## src/hw/rtl/srt_pkg.sv

```systemverilog
// Package: shared constants, types and the bucket hash for the registration table.
package srt_pkg;

  localparam int unsigned SLOTS      = 256;
  localparam int unsigned SLOT_W     = 8;
  localparam int unsigned CNT_W      = 9;
  localparam int unsigned HASH_W     = 8;
  // Entry word: family, addr_high, addr_low, port, scope, expiry, bucket
  localparam int unsigned ENTRY_W    = 1 + 64 + 64 + 16 + 32 + 32 + HASH_W;
  localparam int unsigned IN_TDATA_W = 210;
  localparam int unsigned OUT_DATA_W = 28;
  localparam int unsigned CFG_IDX_W  = 2;
  localparam int unsigned CFG_DAT_W  = 9;

  localparam logic [CFG_IDX_W-1:0] CFG_MIX_PORT = 2'd0;
  localparam logic [CFG_IDX_W-1:0] CFG_LOOPBACK = 2'd1;
  localparam logic [CFG_IDX_W-1:0] CFG_QUOTA    = 2'd2;
  localparam logic [CFG_IDX_W-1:0] CFG_LIFETIME = 2'd3;

  localparam logic [2:0] ST_FOUND    = 3'd0;
  localparam logic [2:0] ST_ADDED    = 3'd1;
  localparam logic [2:0] ST_ABSENT   = 3'd2;
  localparam logic [2:0] ST_QUOTA    = 3'd3;
  localparam logic [2:0] ST_LOOPBACK = 3'd4;
  localparam logic [2:0] ST_FULL     = 3'd5;

  typedef enum logic [2:0] {
    S_IDLE,
    S_SCAN,
    S_DECIDE,
    S_SWEEP,
    S_WRITE,
    S_OUT
  } state_e;

  typedef struct packed {
    logic start;       // latch request, reset pointer
    logic scan;        // bucket scan step
    logic sweep;       // table-wide expiry sweep step
    logic decide;      // resolve status before any sweep
    logic write;       // write new entry
  } cmd_t;

  typedef struct packed {
    logic last_slot;   // pointer at final slot (read data of it present)
    logic need_sweep;  // add path with a full table
    logic need_write;  // add path accepted so far
  } sts_t;

  function automatic logic [HASH_W-1:0] fold_hash(input logic v6, input logic [63:0] ah,
                                                  input logic [15:0] port, input logic mix);
    logic [31:0] h;
    logic [15:0] f;
    h = v6 ? (ah[63:32] ^ ah[31:0]) : ah[31:0];
    if (mix) h = h ^ {16'h0000, port};
    f = h[15:0] ^ h[31:16];
    return f[HASH_W-1:0] ^ f[2*HASH_W-1:HASH_W];
  endfunction

endpackage

```

## src/hw/rtl/srt_ctrl.sv

```systemverilog
// Controller: sequences scan, decision, sweep, write and result phases.
module srt_ctrl (
  input  logic           clk_i,
  input  logic           rst_ni,
  input  logic           in_valid_i,
  output logic           in_ready_o,
  output logic           out_valid_o,
  input  logic           out_ready_i,
  input  srt_pkg::sts_t  sts_i,
  output srt_pkg::cmd_t  cmd_o
);
  srt_pkg::state_e state_q, state_d;

  always_ff @(posedge clk_i or negedge rst_ni) begin
    if (!rst_ni) begin
      state_q <= srt_pkg::S_IDLE;
    end else begin
      state_q <= state_d;
    end
  end

  always_comb begin
    state_d     = state_q;
    cmd_o       = '0;
    in_ready_o  = 1'b0;
    out_valid_o = 1'b0;
    unique case (state_q)
      srt_pkg::S_IDLE: begin
        in_ready_o = 1'b1;
        if (in_valid_i) begin
          cmd_o.start = 1'b1;
          state_d     = srt_pkg::S_SCAN;
        end
      end
      srt_pkg::S_SCAN: begin
        cmd_o.scan = 1'b1;
        if (sts_i.last_slot) state_d = srt_pkg::S_DECIDE;
      end
      srt_pkg::S_DECIDE: begin
        cmd_o.decide = 1'b1;
        if (sts_i.need_sweep)      state_d = srt_pkg::S_SWEEP;
        else if (sts_i.need_write) state_d = srt_pkg::S_WRITE;
        else                       state_d = srt_pkg::S_OUT;
      end
      srt_pkg::S_SWEEP: begin
        cmd_o.sweep = 1'b1;
        if (sts_i.last_slot) state_d = srt_pkg::S_WRITE;
      end
      srt_pkg::S_WRITE: begin
        cmd_o.write = 1'b1;
        state_d     = srt_pkg::S_OUT;
      end
      srt_pkg::S_OUT: begin
        out_valid_o = 1'b1;
        if (out_ready_i) state_d = srt_pkg::S_IDLE;
      end
      default: state_d = srt_pkg::S_IDLE;
    endcase
  end
endmodule

```

## config.mk

```make
export PLATFORM = sky130hd
export DESIGN_NAME = srt_ctrl
export DESIGN_NICKNAME = d
export VERILOG_FILES = /design/src/hw/rtl/srt_pkg.sv /design/src/hw/rtl/srt_ctrl.sv
export SDC_FILE = /design/constraint.sdc
export NUM_CORES = 1
export LEC_CHECK = 0
export ABC_AREA = 0
export BUFFER_PORTS_ARGS = -buffer_cell sky130_fd_sc_hd__buf_2
export CORE_AREA = 2 2 39 41
export DETAILED_ROUTE_END_ITERATION = 16
export DIE_AREA = 0 0 41 43
export SYNTH_ARGS = -nofsm -noshare
export SYNTH_HDL_FRONTEND = slang
export SYNTH_SLANG_ARGS = --single-unit
```

## constraint.sdc

```tcl
create_clock -name clk_i -period 1 [get_ports clk_i]
set_input_delay 0.2 -clock clk_i [delete_from_list [all_inputs] [get_ports clk_i]]
set_output_delay 0.2 -clock clk_i [all_outputs]
set_load 0.01 [all_outputs]
```

# Word level (Yosys, flattened, before mapping)
# Index checks and enable logic that the tools add are counted.
dict set report word_totals {
  inputBits 7
  out_inout_bits 7
  wordCells 27
  mem_bits_ro 0
  n_memories 0
  ram_bits 0
  regBits 3
  latchBits 0
}
dict set report op_classes {
  shifts 0
  n_mux 15
  n_addsub 0
  n_mul 0
  n_reduce_logical 2
  bitwise 0
  eq_ne 9
  div_mod_pow 0
  order_cmp 0
}
# operator n
set ops {}
lappend ops {{$pmux W3 S6} 1}
lappend ops {{$mux W3} 5}
lappend ops {{$mux W1} 9}
lappend ops {{$ne A2 B2 Y1 const B} 4}
lappend ops {{$eq A3 B2 Y1 const B} 2}
lappend ops {{$eq A3 B3 Y1 const B} 2}
lappend ops {{$reduce_and A4 Y1} 1}
lappend ops {{$eq A3 B1 Y1 const B} 1}
lappend ops {{$logic_not A3 Y1} 1}

# Logic depth before layout (Yosys ltp)
dict set report depth {
  depth_word 3
  ltp_mapped 4
  mapped_depth_nobuf 3
}

# Worst setup path after synthesis
# Ideal clock, no wire load.
dict set report synth_path {
  kind {register to output}
  from {reg state_q[1]}
  to {out cmd_o[4] (netlist name)}
  setup_slack_ns -0.224
  required_ns 0.800
  path_buffers 1
  t_arrival_ns 1.024
  path_stages_with_launch 4
  cell_sequence {dfrtp_1 buf_2 nor3_2 and2_1}
}
# item line
set synth_rtl {}
lappend synth_rtl {{start, declared} srt_ctrl.sv:12} ;# srt_pkg::state_e state_q, state_d;
lappend synth_rtl {{start signal, assigned} srt_ctrl.sv:16} ;# state_q <= srt_pkg::S_IDLE;
lappend synth_rtl {{start signal, assigned} srt_ctrl.sv:18} ;# state_q <= state_d;
lappend synth_rtl {{end, declared} srt_ctrl.sv:10} ;# output srt_pkg::cmd_t cmd_o

==> run metrics <==
DR WL/cell 11.6 um; Die ar. 1760 um2; GRT Overall Usage 12.6%; Clock Latency Late Sink 0.24 ns; RSZ-0062 raised after global routing true; Worst-path clk slew 0.04 ns; post-place instance area 372 um2; CTS root buf clkbuf_4; Initial Utilization 17.5%; Primary FF master, synth dfrtp_1; Core Rows 14; Synth async-reset ratio 100%; largest net degree at the start of global routing 7; post-route ant nets 0; first-pass GRT wire length 1320 um; initial antenna violation count 0; Avg Inst Size Synth 8.62 um2; Final setup viols 10; Critical Path AT 1.16 ns; dpl hpwl 458 um; Die Ht 43 um; Cells after Synth 28; synth top area cells dfrtp_1 (31%), a221oi_2 (6.2%), a2bb2oi_2 (6.2%); Final min period 1.36 ns; Seq/Total Area, Yosys 31.1%; Util after Layout 41.3%; slew margin rel. 85.7%; dpl ws -0.171 ns; largest registers state_q (3); Slew Limit Fails 0; yosys synthesis warning count 0; vias in the first global route 341; layout cells sized above 1 79.7%; total of max-cap violations 0; Worst Tran Pin Value 0.214 ns; Die W 41 um; Leakage 0.000269 uW; Tcrit/Tclk final 136%; ANT cells 0; Final Instance Area 572 um2; Peak Freq 738 MHz; Hold Crit Class in -> reg; clock tree sinks 3; buffers added on ports 13; setup TNS -2.73 ns; worst-path maximum fanout 4; Synth top area share 31.1%; NumNets Final 67; drt total wl 869 um; Final GP Congestion 0.738; Final Hold Viols 0; cell area after synthesis 241 um2; CTS Buf Count 3; Setup Skew 0.00153 ns; #FFs+latches synth 3; Max Buffers Root-to-Sink 2; Crit Path Class reg -> out; Critical Path RT 0.80 ns; Yosys cell types 20; CTS tree done; vias per inst 4.15; GR Overflow Total 0; Crit. End Element primary output; Largest Register state_q; Synth area leader dfrtp_1; Net Count, Synth 35; final setup margin -0.356 ns; Largest register FFs 3; core box area 1380 um2; Ports 14; TritonRoute pass-1 iters 2; Worst VDD drop 0.00116 V; Post-synth EDFFs 0; number of DRC markers in iteration 0 5; Area Overhead vs Synth 137%; H-Tree Level Count 1; vias 311; startpoint types register; failing checks negative setup slack; DRC violations left 0; run status finished, violations left; Pwr Density 3120 nW/um2
worst max-delay path, stage by stage (launching register included):
cell     delay (ns)
dfrtp_2        0.44
buf_6          0.14
nor3b_4        0.17
buf_2          0.16
cells in the final DEF (no fill, tap or decap), drive strengths merged:
cell	instances
o22ai	1
and2	1
nand2	3
nor2	3
nor3b	2
nand2b	2
a2bb2oi	1
a21oi	3
dlygate4sd3	1
inv	2
dfrtp	3
clkbuf	4
nand3b	1
a221oi	1
nor3	2
or2	1
buf	28
where the power goes:
group / leakage [uW] / switching [uW] / internal [uW]
Sequential: 0.0000335 / 109 / 184
Clock: 0.0000150 / 72.8 / 150
Combinational: 0.000221 / 513 / 756
cells by family (layout without fill, tap and decap cells):
family / after synthesis / in the layout / synth area share (%)
buf+inv: 4 / 35 / 9.84
flops: 3 / 3 / 31.1
simple gates: 15 / 15 / 36.3
compound gates: 6 / 6 / 22.8
synth_stat cells (all sizes together), types with 2 or more instances:
cell / count
buf: 2
nand2b: 2
nand2: 3
dfrtp: 3
nor2: 3
inv: 2
nor3b: 2
nor3: 2
a21oi: 3
area by class of cell:
| cell class | instances | area [um2] |
|---|---|---|
| multi-input combinational | 21 | 210 |
| clock buffer | 4 | 26.3 |
| timing repair buffer | 29 | 226 |
| sequential | 3 | 78.8 |
| fill | 136 | 812 |
| inverter | 2 | 10.0 |
| tap | 16 | 20.0 |
metal layers:
layer  share of wire (%)  vias up  GRT usage [%]
met1                  31      143           10.7
met5                   0        -              0
met3                 6.3        0           6.81
li1                    -      158              -
met2                  63       10           20.0
met4                   0        0           10.0
metrics by stage:
stage          cells  hold slack, ns  power, uW
2_1_floorplan     28         -0.0956        725
3_3_place_gp      62        -0.00239       1010
3_5_place_dp      62        -0.00204       1010
4_1_cts           74           0.203       1610
5_1_grt           75           0.210       1910
6_report          75           0.203       1780
final timing paths:
| check | from | endpoint | slack [ns] | depth (start not counted) |
|---|---|---|---|---|
| setup / recovery | state_q[0]$_DFFE_PN0P_ | cmd_o[0] | -0.36 | 3 |
| hold / removal | in_valid_i | state_q[0]$_DFFE_PN0P_ | 0.20 | 3 |
| setup reg to reg | state_q[2]$_DFFE_PN0P_ | state_q[0]$_DFFE_PN0P_ | -0.20 | 5 |
| hold reg to reg | state_q[2]$_DFFE_PN0P_ | state_q[1]$_DFFE_PN0P_ | 0.60 | 2 |
| max in group asynchronous | rst_ni | state_q[1]$_DFFE_PN0P_ | 0.59 | 2 |
| min in group asynchronous | rst_ni | state_q[0]$_DFFE_PN0P_ | 0.29 | 2 |
timing repair:
action,CTS,global route
hold buffers,1,0
endpoints found under the hold margin,3,0
pin swaps,5,8
setup buffers,7,2
endpoints found under the setup margin,10,10
gates resized for setup,16,8
Power figures use the tool's default switching activity.
